## src/hdl/sparse_depth_median_filter_defines.svh

```systemverilog
// Assertion macros for the sparse depth median filter.
`ifndef SPARSE_DEPTH_MEDIAN_FILTER_DEFINES_SVH
`define SPARSE_DEPTH_MEDIAN_FILTER_DEFINES_SVH
`ifndef SYNTHESIS
`define SDMF_CHECK(label, clk, rst_n, prop) \
    label: assert property (@(posedge clk) disable iff (!rst_n) prop) \
        else $error("sdmf check failed");
`define SDMF_CHECK_ALWAYS(label, clk, prop) \
    label: assert property (@(posedge clk) prop) \
        else $error("sdmf check failed");
`else
`define SDMF_CHECK(label, clk, rst_n, prop)
`define SDMF_CHECK_ALWAYS(label, clk, prop)
`endif
`endif

```

## src/hdl/sdmf_pkg.sv

```systemverilog
`default_nettype none
package sdmf_pkg;

    localparam logic [1:0] OP_CLEAR = 2'd0;
    localparam logic [1:0] OP_WRITE = 2'd1;
    localparam logic [1:0] OP_READ  = 2'd2;

    localparam logic [1:0] CFG_ROWS   = 2'd0;
    localparam logic [1:0] CFG_COLS   = 2'd1;
    localparam logic [1:0] CFG_KERNEL = 2'd2;

    localparam logic [9:0] ROWS_RESET   = 10'd512;
    localparam logic [9:0] COLS_RESET   = 10'd512;
    localparam logic [3:0] KERNEL_RESET = 4'd3;

    typedef struct packed {
        logic [1:0]  opcode;
        logic [8:0]  pixel_row;
        logic [8:0]  pixel_col;
        logic [15:0] depth_in;
    } t_in_item;

    typedef struct packed {
        logic [15:0] filtered_depth;
        logic [8:0]  out_row;
        logic [8:0]  out_col;
        logic        coord_error;
    } t_out_item;

    typedef struct packed {
        logic [1:0] index;
        logic [9:0] value;
    } t_cfg_item;

    typedef enum logic [3:0] {
        ST_SWEEP,
        ST_IDLE,
        ST_DECODE,
        ST_WRITE,
        ST_BYP_RD,
        ST_BYP_TAKE,
        ST_SCAN,
        ST_DRAIN,
        ST_STEP,
        ST_EMIT
    } t_state;

    typedef struct packed {
        logic accept;
        logic sweep_init;
        logic sweep_step;
        logic decode;
        logic write;
        logic byp_rd;
        logic byp_take;
        logic scan_step;
        logic pass_step;
        logic emit;
    } t_cmd;

    typedef struct packed {
        logic [1:0] op;
        logic       sweep_last;
        logic       in_frame;
        logic       kzero;
        logic       scan_last;
        logic       sel_done;
        logic       out_free;
    } t_status;

endpackage
`default_nettype wire

```

## src/hdl/sdmf_ctrl.sv

```systemverilog
`default_nettype none
module sdmf_ctrl import sdmf_pkg::*; (
    input  wire logic    i_clk,
    input  wire logic    i_rst_n,
    input  wire logic    i_in_valid,
    input  wire t_status i_st,
    output logic         o_in_ready,
    output t_cmd         o_cmd
);
    t_state r_state, n_state;

    always_ff @(posedge i_clk) begin
        if (!i_rst_n) begin
            r_state <= ST_SWEEP;
        end else begin
            r_state <= n_state;
        end
    end

    always_comb begin
        n_state = r_state;
        case (r_state)
            ST_SWEEP:    if (i_st.sweep_last) n_state = ST_IDLE;
            ST_IDLE:     if (i_in_valid) n_state = ST_DECODE;
            ST_DECODE: begin
                case (i_st.op)
                    OP_CLEAR: n_state = ST_SWEEP;
                    OP_WRITE: n_state = ST_WRITE;
                    OP_READ: begin
                        if (!i_st.in_frame)   n_state = ST_EMIT;
                        else if (i_st.kzero)  n_state = ST_BYP_RD;
                        else                  n_state = ST_SCAN;
                    end
                    default:  n_state = ST_IDLE;
                endcase
            end
            ST_WRITE:    n_state = ST_IDLE;
            ST_BYP_RD:   n_state = ST_BYP_TAKE;
            ST_BYP_TAKE: n_state = ST_EMIT;
            ST_SCAN:     if (i_st.scan_last) n_state = ST_DRAIN;
            ST_DRAIN:    n_state = ST_STEP;
            ST_STEP:     n_state = i_st.sel_done ? ST_EMIT : ST_SCAN;
            ST_EMIT:     if (i_st.out_free) n_state = ST_IDLE;
            default:     n_state = ST_IDLE;
        endcase
    end

    always_comb begin
        o_cmd      = '0;
        o_in_ready = 1'b0;
        case (r_state)
            ST_SWEEP:    o_cmd.sweep_step = 1'b1;
            ST_IDLE: begin
                o_in_ready   = 1'b1;
                o_cmd.accept = i_in_valid;
            end
            ST_DECODE: begin
                o_cmd.decode     = 1'b1;
                o_cmd.sweep_init = (i_st.op == OP_CLEAR);
            end
            ST_WRITE:    o_cmd.write = 1'b1;
            ST_BYP_RD:   o_cmd.byp_rd = 1'b1;
            ST_BYP_TAKE: o_cmd.byp_take = 1'b1;
            ST_SCAN:     o_cmd.scan_step = 1'b1;
            ST_STEP:     o_cmd.pass_step = 1'b1;
            ST_EMIT:     o_cmd.emit = i_st.out_free;
            default:     o_cmd = '0;
        endcase
    end
endmodule
`default_nettype wire

```

## config.mk

```make
export PLATFORM = sky130hd
export DESIGN_NAME = sdmf_ctrl
export DESIGN_NICKNAME = d
export VERILOG_FILES = /design/src/hdl/sparse_depth_median_filter_defines.svh /design/src/hdl/sdmf_pkg.sv /design/src/hdl/sdmf_ctrl.sv
export SDC_FILE = /design/constraint.sdc
export NUM_CORES = 1
export LEC_CHECK = 0
export BUFFER_PORTS_ARGS = -buffer_cell sky130_fd_sc_hd__buf_2
export CAP_MARGIN = 20
export CORE_AREA = 2 2 39 41
export CTS_CLUSTER_DIAMETER = 60
export DETAILED_ROUTE_END_ITERATION = 12
export DIE_AREA = 0 0 41 43
export PLACE_DENSITY_LB_ADDON = 0.12
export SETUP_SLACK_MARGIN = 0.1
export SLEW_MARGIN = 20
export SYNTH_ARGS = -nofsm -noshare
export SYNTH_HDL_FRONTEND = slang
export SYNTH_SLANG_ARGS = --single-unit
export TNS_END_PERCENT = 1
```

## constraint.sdc

```tcl
create_clock -name i_clk -period 1.8 [get_ports i_clk]
set_clock_uncertainty 0.05 [all_clocks]
set_input_delay 0.09 -clock i_clk [delete_from_list [all_inputs] [get_ports i_clk]]
set_output_delay 0.09 -clock i_clk [all_outputs]
set_load 0.02 [all_outputs]
```

After elaboration in Yosys (flattened, before gate mapping)
Index checks and enable logic that the tools add are counted. W data, S select, Z words.

Output and inout bits: 11. Bits in registers: 4. Word-level logic and storage cells: 39.

Reductions and logical operators: 3. Mux-type cells: 20. Equality and inequality tests: 15.

Operator list (count): $pmux W4 S9 (1); $mux W4 (6); $eq A4 B3 Y1 const B (4); $pmux W4 S3 (1); $mux W1 (11); $eq A4 B2 Y1 const B (2); $eq A4 B4 Y1 const B (2); $ne A2 B2 Y1 const B (4); $eq A4 B1 Y1 const B (1); $logic_not A4 Y1 (1); $reduce_and A4 Y1 (1); $eq A2 B1 Y1 const B (1); $eq A2 B2 Y1 const B (1); $logic_not A2 Y1 (1); $mux W2 (1).

Depth between registers and ports, before layout
Gate-level depths: netlist (run 1).

Word-level depth: 4. Mapped depth: 5. Gate-level depth less buffers: 4.

Least setup slack after synthesis (run 1)
Ideal clock, no wire load.

Path type: register to output. From: register r_state[2]. To: output o_cmd[8] (netlist bit). Path slack: 0.026 ns. Arrival: 1.634 ns. Stages on the path, launching flop included: 4. Cells stage by stage: dfxtp_1 buf_6 nor4b_2 nor3b_1.

RTL lines: from (decl) (line sdmf_ctrl.sv:10) `t_state r_state, n_state;`; from (signal assigned) (line sdmf_ctrl.sv:16) `r_state <= n_state;`; to (decl) (line sdmf_ctrl.sv:8) `output t_cmd o_cmd`.

==> results of run 1 <==
==> logic make-up (layout without fill, tap and decap cells) <==
family	Yosys count	in the layout
and+or+nand+nor	32	32
buffers and inverters	7	30
DFF	4	4
AOI/OAI and AO/OA	15	15
==> per-stage QoR <==
step           worst slack (ps)  hold slack (ps)  utilization (%)
4_1_cts                     126             68.0             42.5
3_3_place_gp                190              314             40.8
3_5_place_dp                206              319             40.8
2_1_floorplan              66.7              157                -
5_1_grt                    52.7             83.3             42.6
6_report                    150             76.4             42.6
==> area by class of cell <==
type	count	area (um2)
fill	157	795
clock buffer	3	22.5
sequential	4	82.6
inverter	3	11.3
multi-input combinational	47	325
tap	16	20.0
timing repair buffer	24	128
==> worst register-to-register path: cells and delay by family, from the launching register on <==
kind | cells | cell delay, ps
flops | 1 | 440
compound gates | 2 | 510
simple gates | 2 | 480
==> cells in the final DEF (no fill, tap or decap), types with 2 or more instances in the layout <==
cell / instances
sky130_fd_sc_hd__buf_2: 21
sky130_fd_sc_hd__nor2_1: 4
sky130_fd_sc_hd__nand2_1: 4
sky130_fd_sc_hd__nor3_1: 4
sky130_fd_sc_hd__nor4_1: 3
sky130_fd_sc_hd__o21ai_0: 3
sky130_fd_sc_hd__nor2b_1: 3
sky130_fd_sc_hd__o21a_1: 3
sky130_fd_sc_hd__clkbuf_4: 3
sky130_fd_sc_hd__buf_4: 3
sky130_fd_sc_hd__nand2b_1: 2
sky130_fd_sc_hd__inv_1: 2
sky130_fd_sc_hd__and2_1: 2
sky130_fd_sc_hd__and3b_1: 2
sky130_fd_sc_hd__nand3b_1: 2
sky130_fd_sc_hd__o211ai_1: 2
sky130_fd_sc_hd__a21oi_2: 2
sky130_fd_sc_hd__dfxtp_2: 2
sky130_fd_sc_hd__dfxtp_1: 2
==> worst paths after layout <==
check,end,slack (ps),cells after the start
min,r_state[2]$_SDFFE_PN0P_,80,2
max reg2reg,r_state[0]$_SDFFE_PN0P_,200,4
max,o_cmd[8],150,5
min reg2reg,r_state[2]$_SDFFE_PN0P_,710,2
==> report_power, final <==
group	switching, mW	internal, mW	total (mW)	leakage (nW)
clock	0.0352	0.0745	0.110	0.0138
combinational	0.0315	0.0296	0.0610	0.224
sequential	0.00964	0.0923	0.102	0.0333
==> per-layer routing <==
metal / vias to the layer above / global-route usage, % / part of all wire [%]
met5: - / 0 / 0
met4: 0 / 10.0 / 0
met3: 0 / 3.14 / 4.7
met2: 8 / 24.1 / 50
met1: 225 / 20.4 / 46
li1: 268 / - / -
==> timing repair <==
| action | CTS | global route |
|---|---|---|
| endpoints found under the setup margin | 1 | 2 |
| resized for setup | 1 | 1 |
| gates cloned | 0 | 0 |
==> impl_results.md, run 1 <==
* Library cell contributing the largest single delay on the critical path: sky130_fd_sc_hd__dfxtp_1
* Gate family responsible for the most delay along the worst path: buffers and inverters
* TritonCTS Buffers at 3
* Clock-pin slew on the worst setup and hold paths at ~40 ps
* Clock latency reported for the late side of the worst-skew pair at 230 ps
* Largest cells by area after synthesis: sky130_fd_sc_hd__dfxtp_1 18%, sky130_fd_sc_hd__o21a_1 5.1%, sky130_fd_sc_hd__nor3_1 4.6%, sky130_fd_sc_hd__nor2b_1 4.3%, sky130_fd_sc_hd__nor4_1 4.3%
* Synthesized instance count at 58
* Class of the tightest hold or removal check: primary input to register
* First-pass GRT wire length at 1.97 mm
* # hold bufs at CTS at 0
* Library cell used as clock root buffer: sky130_fd_sc_hd__clkbuf_4
* Critical Path Fanout Max at 8
* EDFF count, synth at 0
* Top cell type's share of synthesized area at 18.3%
* Total Neg Setup Slack at 0 ps
* Pin count of the biggest net entering global routing at 16
* Vias per std cell at a little over 5
* Die outline height at roughly 43 um
* Compound-gate portion of the synthesized area at 25.7%
* Post-synthesis cell type count at 29
* Fmax at 606 MHz
* Dominant combinational cell family by area after synthesis: simple AND/OR/NAND/NOR gates
* Cell area after synthesis at about 440 um2
* Area overhead of the layout relative to synthesis at 34.6%
* Leak Pwr at approximately 0.27 nW
* Max FFs per register at 4
* Final GP Congestion at 0.671
* Fraction of synthesized cell area in xor and xnor cells at 0%
* Startpoint of the tightest hold check path: i_rst_n
* Final design area excluding fillers at 589 um2
* Initial antenna violation count at 0
* Pwr Density at 463 nW/um2
* Time the final worst path needs with I/O delays and setup at 1650 ps
* Mean post-synth cell area at about 7.6 um2
* Tcrit/Tclk final at roughly nine tenths
* Worst path required time at 1660 ps
* Register with the most flip-flops: r_state
* Largest registers: r_state x4
* Total core area at 1380 um2
* Starting density of the core at 31.6%
* Final Max Slew Viols at 0
* GR Util All Layers at 16.2%
* Syn Nets at 69
* Number of endpoints with negative hold slack in the final report at 0
* Critical path launch point type: register
* Level count of the clock H-tree at 1
* Cell occurring most often along the worst timing path: sky130_fd_sc_hd__buf_4
* Yosys reg bits at 4
* Critical Path Source: r_state[3]$_SDFFE_PN0P_
* Residual DRC count at 0
* Detailed Route WL at 1.16 mm
* Number of buffers on the longest clock path at 2
* Cell accounting for the most synthesized area: sky130_fd_sc_hd__dfxtp_1
* Number of detailed-routing iterations run before antenna repair at 3
* Max IR drop VDD at 350 uV
* Number of global-route vias before repair at ~490
* Share of final-layout standard cells stronger than drive strength 1 at 43.2%
* Standard-cell rows at 14
* Synth top cells by count: 4 x sky130_fd_sc_hd__dfxtp_1, 4 x sky130_fd_sc_hd__nand2_1, 4 x sky130_fd_sc_hd__nor2_1, 4 x sky130_fd_sc_hd__nor3_1
* I/O pin count at 22
* Post-synthesis share of cell area spent on and, or, nand and nor gates at a little under half
* Number of buffers inserted by post-CTS setup repair at 0
* Nets at 94
* Number of inserted diodes at 0
* Worst R2R Start: r_state[3]$_SDFFE_PN0P_
* Total Power Consumption at 0.273 mW
* Die outline width at 41 um
* Share of synthesized area occupied by flip-flops and latches at approximately 18%
* Rel. slew slack at ~76%
* Initial detailed-routing violation count at 3
* Adder and majority gate portion of the synthesized area at 0%
* Crit-path cells: buf_4 > nor4b_2 > buf_4 > nor3b_2 > buf_2
* Number of buffers added on ports at 21
* Multiplexer share of the synthesized area at 0%
* Sort of element at the end of the critical path: output pin
* Number of warnings issued by yosys at 0
* Peak per-stage delay on the critical path at 360 ps
* Hpwl dp at 923 um
* Setup repair after global routing missed its margin: true
* Die outline area at 1760 um2
* Data arrival, critical path at around 1500 ps
* Worst Tran Pin Value at 352 ps
* Proportion of synthesized flip-flops having asynchronous set or reset at 0%
* Buffers and inverters on the worst path at 3
* Overflow after GRT at 0
* Setup violators final at 0
* Placement Cell Area at 564 um2
* Commonest register cell after synthesis: sky130_fd_sc_hd__dfxtp_1
* Routed WL per cell at about 12 um
* Status: complete, no violations
* Number of nets still failing antenna checks after routing at 0
* Vias at between 500 and 600
* WS Path Type: register to output pin
* Cell total after placement at 94
* CTS tree: done
* Number of clock sinks seen by CTS at 4
* Post-route non-filler standard cell count at just under 100
* MaxCap Viol Count at 0
(Power assumes the default switching activity.)
==> inputs of run 2 (changes only) <==
--- a/config.mk
+++ b/config.mk
@@ -7,10 +7,10 @@
 export LEC_CHECK = 0
 export BUFFER_PORTS_ARGS = -buffer_cell sky130_fd_sc_hd__buf_2
 export CAP_MARGIN = 20
-export CORE_AREA = 2 2 39 41
+export CORE_AREA = 8 8 45 47
 export CTS_CLUSTER_DIAMETER = 60
 export DETAILED_ROUTE_END_ITERATION = 12
-export DIE_AREA = 0 0 41 43
+export DIE_AREA = 0 0 53 55
 export PLACE_DENSITY_LB_ADDON = 0.12
 export SETUP_SLACK_MARGIN = 0.1
 export SLEW_MARGIN = 20
==> run 2 against run 1 <==
Register-to-register slack improved by 50 ps. Fmax up 3.9%. Worst hold slack lost 2.7 ps. Combinational power about the same. Clock power about the same. Power up 0.10%. Count of clock-buffer cells in the layout unchanged. Non-clock buffer count did not move. Die area rose by 65%. Global-route usage shrank 7.0 points. Via count up 1.2%. Sequential share of layout area stayed put.
==> impl_results.md, run 2 (same netlist as run 1, synthesis figures left out) <==
* Area overhead of the layout relative to synthesis at 34.6% (unchanged)
* Die outline width at 53 um (was 41 um)
* CTS tree: done (unchanged)
* Nets at 94 (unchanged)
* Vias per std cell at 5.23 (was 5.16)
* TritonCTS Buffers at 3 (unchanged)
* Worst R2R Start: r_state[1]$_SDFFE_PN0P_ (was r_state[3]$_SDFFE_PN0P_)
* Class of the tightest hold or removal check: primary input to register (unchanged)
* Worst Hold End: r_state[2]$_SDFFE_PN0P_ (unchanged)
* Die outline area at 2920 um2 (was 1760 um2)
* Data arrival, critical path at 1450 ps (was 1510 ps)
* Number of nets still failing antenna checks after routing at 0 (unchanged)
* Buffers and inverters on the worst path at 1 (was 3)
* Number of cells on the worst hold path at 2 (unchanged)
* Number of fill cells in the layout at 166 (was 157)
* Number of inserted diodes at 0 (unchanged)
* Number of endpoints with negative hold slack in the final report at 0 (unchanged)
* Combined flip-flop and latch cell area at 82.6 um2 (unchanged)
* First-pass GRT wire length at 2.08 mm (was 1.97 mm)
* Worst path required time at 1660 ps (about the same)
* Worst Tran Pin Value at 343 ps (was 352 ps)
* WS Path Type: register to output pin (unchanged)
* Register with the most flip-flops: r_state (unchanged)
* Reg-to-Reg End: r_state[0]$_SDFFE_PN0P_ (unchanged)
* Standard-cell rows at 14 (unchanged)
* Die outline height at 55 um (was 43 um)
* Setup violators final at 0 (unchanged)
* Detailed Route WL at 1.30 mm (was 1.16 mm)
* I/O pin count at 22 (unchanged)
* Startpoint of the tightest hold check path: i_rst_n (unchanged)
* Share of final-layout standard cells stronger than drive strength 1 at 43.2% (unchanged)
* Peak per-stage delay on the critical path at 480 ps (was 360 ps)
* GR Util All Layers at 9.23% (was 16.2%)
* Total Neg Setup Slack at 0 ps (unchanged)
* Pwr Density at 463 nW/um2 (about the same)
* Most frequent cells in the layout: 21 x sky130_fd_sc_hd__buf_2, 4 x sky130_fd_sc_hd__nor2_1, 4 x sky130_fd_sc_hd__nand2_1, 4 x sky130_fd_sc_hd__nor3_1 (unchanged)
* Status: complete, no violations (unchanged)
* Max IR drop VDD at 265 uV (was 350 uV)
* Number of global-route vias before repair at 488 (was 486)
* Gate family responsible for the most delay along the worst path: simple AND/OR/NAND/NOR gates (was buffers and inverters)
* Number of detailed-routing iterations run before antenna repair at 4 (was 3)
* Residual DRC count at 0 (unchanged)
* Time the final worst path needs with I/O delays and setup at 1590 ps (was 1650 ps)
* FF-to-FF setup slack at 250 ps (was 200 ps)
* Most common library cell in the layout ignoring fill and taps: sky130_fd_sc_hd__buf_2 (unchanged)
* Final Max Slew Viols at 0 (unchanged)
* Library cell used as clock root buffer: sky130_fd_sc_hd__clkbuf_4 (unchanged)
* Hpwl dp at 1.07 mm (was 923 um)
* Worst R2R Path Depth at 5 (was 4)
* Number of buffers added on ports at 21 (unchanged)
* Pin count of the biggest net entering global routing at 16 (unchanged)
* Final GP Congestion at 0.750 (was 0.671)
* Crit-path cells: nor4b_2 > nor3b_2 > buf_2 (was buf_4 > nor4b_2 > buf_4 > nor3b_2 > buf_2)
* Max FFs per register at 4 (unchanged)
* Library cell contributing the largest single delay on the critical path: sky130_fd_sc_hd__dfxtp_1 (unchanged)
* Vias at 507 (was 501)
* Sort of element at the end of the critical path: output pin (unchanged)
* Starting density of the core at 31.6% (unchanged)
* # hold bufs at CTS at 0 (unchanged)
* Rel. slew slack at 76.9% (was 76.3%)
* Clock latency reported for the late side of the worst-skew pair at 230 ps (about the same)
* Level count of the clock H-tree at 1 (unchanged)
* Initial detailed-routing violation count at 9 (was 3)
* Tcrit/Tclk final at 88.2% (was 91.6%)
* Largest registers: r_state x4 (unchanged)
* Number of clock sinks seen by CTS at 4 (unchanged)
* Tightest hold margin at 73.7 ps (was 76.4 ps)
* Clock-pin slew on the worst setup and hold paths at 40 ps (about the same)
* Initial antenna violation count at 0 (unchanged)
* Routed WL per cell at 13.4 um (was 12.0 um)
* Number of buffers on the longest clock path at 2 (unchanged)
* Critical Path Fanout Max at 11 (was 8)
* Leak Pwr at 0.271 nW (about the same)
* Fmax at 630 MHz (was 606 MHz)
* Total Power Consumption at 0.273 mW (about the same)
* Overflow after GRT at 0 (unchanged)
* Setup repair after global routing missed its margin: true (unchanged)
* MaxCap Viol Count at 0 (unchanged)
* Area of combinational cells with multiple inputs at 325 um2 (unchanged)
* Total core area at 1380 um2 (unchanged)
* Critical path launch point type: register (unchanged)
==> run 2: worst reg2reg max path, cell delays in order, from the launching register on <==
cell	delay [ps]
sky130_fd_sc_hd__dfxtp_1	480
sky130_fd_sc_hd__buf_4	220
sky130_fd_sc_hd__nand2b_1	120
sky130_fd_sc_hd__a21oi_2	160
sky130_fd_sc_hd__nor2_1	60
sky130_fd_sc_hd__o311a_1	340
==> run 2: per-layer routing <==
layer,share of wire (%),routed length [um],global-route usage [%],vias up
met3,9.0,116,3.74,2
met2,48,622,15.2,16
met5,0,0,0,-
met1,42,541,9.86,226
met4,1.1,14,5.17,0
li1,-,-,-,263
==> run 2: how the worst max path moves through the flow <==
stage	startpoint	to	slack, ps	cells past startpoint
global placement	r_state[2]$_SDFFE_PN0P_	r_state[0]$_SDFFE_PN0P_	210	4
detailed placement	r_state[2]$_SDFFE_PN0P_	r_state[0]$_SDFFE_PN0P_	210	4
finish	r_state[1]$_SDFFE_PN0P_	o_cmd[8]	210	3
global route	r_state[1]$_SDFFE_PN0P_	o_cmd[8]	80	3
CTS	r_state[0]$_SDFFE_PN0P_	o_cmd[9]	140	4
floorplan	r_state[3]$_SDFFE_PN0P_	r_state[0]$_SDFFE_PN0P_	70	5
==> run 2: through the flow <==
step | utilization (%) | instance area [um2] | worst slack (ps) | std cells
6_report | 42.6 | 589 | 212 | 97
5_1_grt | 42.6 | 589 | 81.8 | 97
4_1_cts | 42.4 | 587 | 136 | 97
3_5_place_dp | 40.8 | 564 | 208 | 94
3_3_place_gp | 40.8 | 564 | 212 | 94
2_1_floorplan | - | 443 | 66.7 | 58
==> run 2: timing repair <==
| action | 4_1_cts | 5_1_grt |
|---|---|---|
| buffers inserted | 0 | 0 |
| resized for setup | 0 | 2 |
| setup endpoints to repair | 0 | 3 |
==> run 2: final cells by class <==
class	instances	area share (%)
Sequential cell	4	14.0
Inverter	3	1.91
Timing Repair Buffer	24	21.7
Multi-Input combinational cell	47	55.2
Clock buffer	3	3.82
Tap cell	16	3.40
==> run 2: report_power, final <==
part	switching [mW]	leakage (nW)	internal (mW)
Combinational	0.0316	0.224	0.0293
Clock	0.0357	0.0138	0.0745
Sequential	0.00961	0.0333	0.0922
==> inputs of run 3 (changes only) <==
--- a/config.mk
+++ b/config.mk
@@ -11,6 +11,7 @@
 export CTS_CLUSTER_DIAMETER = 60
 export DETAILED_ROUTE_END_ITERATION = 12
 export DIE_AREA = 0 0 53 55
+export MAX_ROUTING_LAYER = met4
 export PLACE_DENSITY_LB_ADDON = 0.12
 export SETUP_SLACK_MARGIN = 0.1
 export SLEW_MARGIN = 20
==> run 3 against run 2 <==
Setup slack is essentially flat. Register-to-register slack barely moved. Count of clock-buffer cells in the layout stayed put. Cell area stayed put. Power unchanged. Sequential share of layout area unchanged. Cell count stayed put. Core utilization stayed put.
==> impl_results.md, run 3 (same netlist as run 1, synthesis figures left out) <==
* Status: complete, no violations (unchanged)
* Setup repair after global routing missed its margin: true (unchanged)
* WS Path Type: register to output pin (unchanged)
* Pin count of the biggest net entering global routing at 16 (unchanged)
* Clock latency reported for the late side of the worst-skew pair at 230 ps (about the same)
* Largest registers: r_state x4 (unchanged)
* GR Util All Layers at 9.51% (was 9.23%)
* Overflow after GRT at 0 (unchanged)
* Most frequent cells in the layout: 21 x sky130_fd_sc_hd__buf_2, 4 x sky130_fd_sc_hd__nor2_1, 4 x sky130_fd_sc_hd__nand2_1, 4 x sky130_fd_sc_hd__nor3_1 (unchanged)
* Number of inserted diodes at 0 (unchanged)
* Worst Tran Pin Value at 343 ps (unchanged)
* # hold bufs at CTS at 0 (unchanged)
* Max FFs per register at 4 (unchanged)
* Final Max Slew Viols at 0 (unchanged)
* Fmax at 630 MHz (about the same)
* CTS tree: done (unchanged)
* Sort of element at the end of the critical path: output pin (unchanged)
* Number of buffers on the longest clock path at 2 (unchanged)
* Level count of the clock H-tree at 1 (unchanged)
* Leak Pwr at 0.271 nW (unchanged)
* Most common library cell in the layout ignoring fill and taps: sky130_fd_sc_hd__buf_2 (unchanged)
* Post-placement setup slack at 208 ps (unchanged)
* Share of final-layout standard cells stronger than drive strength 1 at 43.2% (unchanged)
* Number of global-route vias before repair at 487 (was 488)
* MaxCap Viol Count at 0 (unchanged)
* Total Neg Setup Slack at 0 ps (unchanged)
* Area overhead of the layout relative to synthesis at 34.6% (unchanged)
* Number of detailed-routing iterations run before antenna repair at 4 (unchanged)
* Number of nets still failing antenna checks after routing at 0 (unchanged)
* Hpwl dp at 1.07 mm (unchanged)
* Starting density of the core at 31.6% (unchanged)
* Tcrit/Tclk final at 88.2% (about the same)
* Tightest hold margin at 73.7 ps (about the same)
* Standard-cell rows at 14 (unchanged)
* Data arrival, critical path at 1450 ps (about the same)
* Pwr Density at 463 nW/um2 (unchanged)
* Clock-pin slew on the worst setup and hold paths at 40 ps (about the same)
* Critical path launch point type: register (unchanged)
* Setup violators final at 0 (unchanged)
* TritonCTS Buffers at 3 (unchanged)
* Number of clock sinks seen by CTS at 4 (unchanged)
* Rel. slew slack at 76.9% (unchanged)
* Vias at 507 (unchanged)
* Register with the most flip-flops: r_state (unchanged)
* Minimum setup slack in the final design at 212 ps (about the same)
* Time the final worst path needs with I/O delays and setup at 1590 ps (about the same)
* Die outline height at 55 um (unchanged)
* Number of endpoints with negative hold slack in the final report at 0 (unchanged)
* Initial antenna violation count at 0 (unchanged)
* Worst path required time at 1660 ps (about the same)
* Die outline width at 53 um (unchanged)
* Final GP Congestion at 0.760 (was 0.750)
* Nets at 94 (unchanged)
* Total core area at 1380 um2 (unchanged)
* First-pass GRT wire length at 2.08 mm (unchanged)
* Detailed Route WL at 1.30 mm (unchanged)
* Number of buffers inserted by post-CTS setup repair at 0 (unchanged)
* I/O pin count at 22 (unchanged)
* Vias per std cell at 5.23 (unchanged)
* Library cell used as clock root buffer: sky130_fd_sc_hd__clkbuf_4 (unchanged)
* Initial detailed-routing violation count at 9 (unchanged)
* Routed WL per cell at 13.4 um (unchanged)
* Residual DRC count at 0 (unchanged)
* Class of the tightest hold or removal check: primary input to register (unchanged)
* Max IR drop VDD at 265 uV (unchanged)
* Number of buffers added on ports at 21 (unchanged)
* Die outline area at 2920 um2 (unchanged)
* Critical Path Fanout Max at 11 (unchanged)
[run 3: worst paths after layout]
check	slack, ps	depth (start not counted)	start	end
worst max-delay path	210	3	r_state[1]$_SDFFE_PN0P_	o_cmd[8]
worst min-delay path	70	2	i_rst_n	r_state[2]$_SDFFE_PN0P_
worst max register to register	250	5	r_state[1]$_SDFFE_PN0P_	r_state[0]$_SDFFE_PN0P_
worst min register to register	640	2	r_state[3]$_SDFFE_PN0P_	r_state[2]$_SDFFE_PN0P_
[run 3: through the flow]
step	total power [mW]	util [%]	cell area (um2)	std cells
2_1_floorplan	0.138	-	443	58
6_report	0.273	42.6	589	97
5_1_grt	0.295	42.6	589	97
3_5_place_dp	0.165	40.8	564	94
4_1_cts	0.281	42.4	587	97
3_3_place_gp	0.164	40.8	564	94
[run 3: repair_timing]
| action | CTS | global route |
|---|---|---|
| gates resized for setup | 0 | 2 |
| setup endpoints to repair | 0 | 3 |
| endpoints found under the hold margin | 0 | 0 |
[run 3: layer usage]
metal / track usage, % / vias up / wire length (um)
li1: - / 263 / -
met3: 3.48 / 2 / 111
met2: 15.2 / 16 / 621
met1: 10.0 / 226 / 548
met4: 5.17 / 0 / 14
met5: - / - / 0
[run 3: final cells by class]
cell class                 count  area (um2)
multi-input combinational     47         325
tap                           16        20.0
sequential                     4        82.6
inverter                       3        11.3
clock buffer                   3        22.5
fill                         166         795
timing repair buffer          24         128
[run 3: critical path, cell delays in order (launching register included)]
cell,delay [ps]
sky130_fd_sc_hd__dfxtp_1,480
sky130_fd_sc_hd__nor4b_2,340
sky130_fd_sc_hd__nor3b_2,210
sky130_fd_sc_hd__buf_2,180
[run 3: where the power goes]
part / total [mW] / switching (mW) / internal, mW
registers: 0.102 / 0.00961 / 0.0922
clock network: 0.110 / 0.0357 / 0.0745
logic: 0.0609 / 0.0316 / 0.0293
total: 0.273 / 0.0769 / 0.196
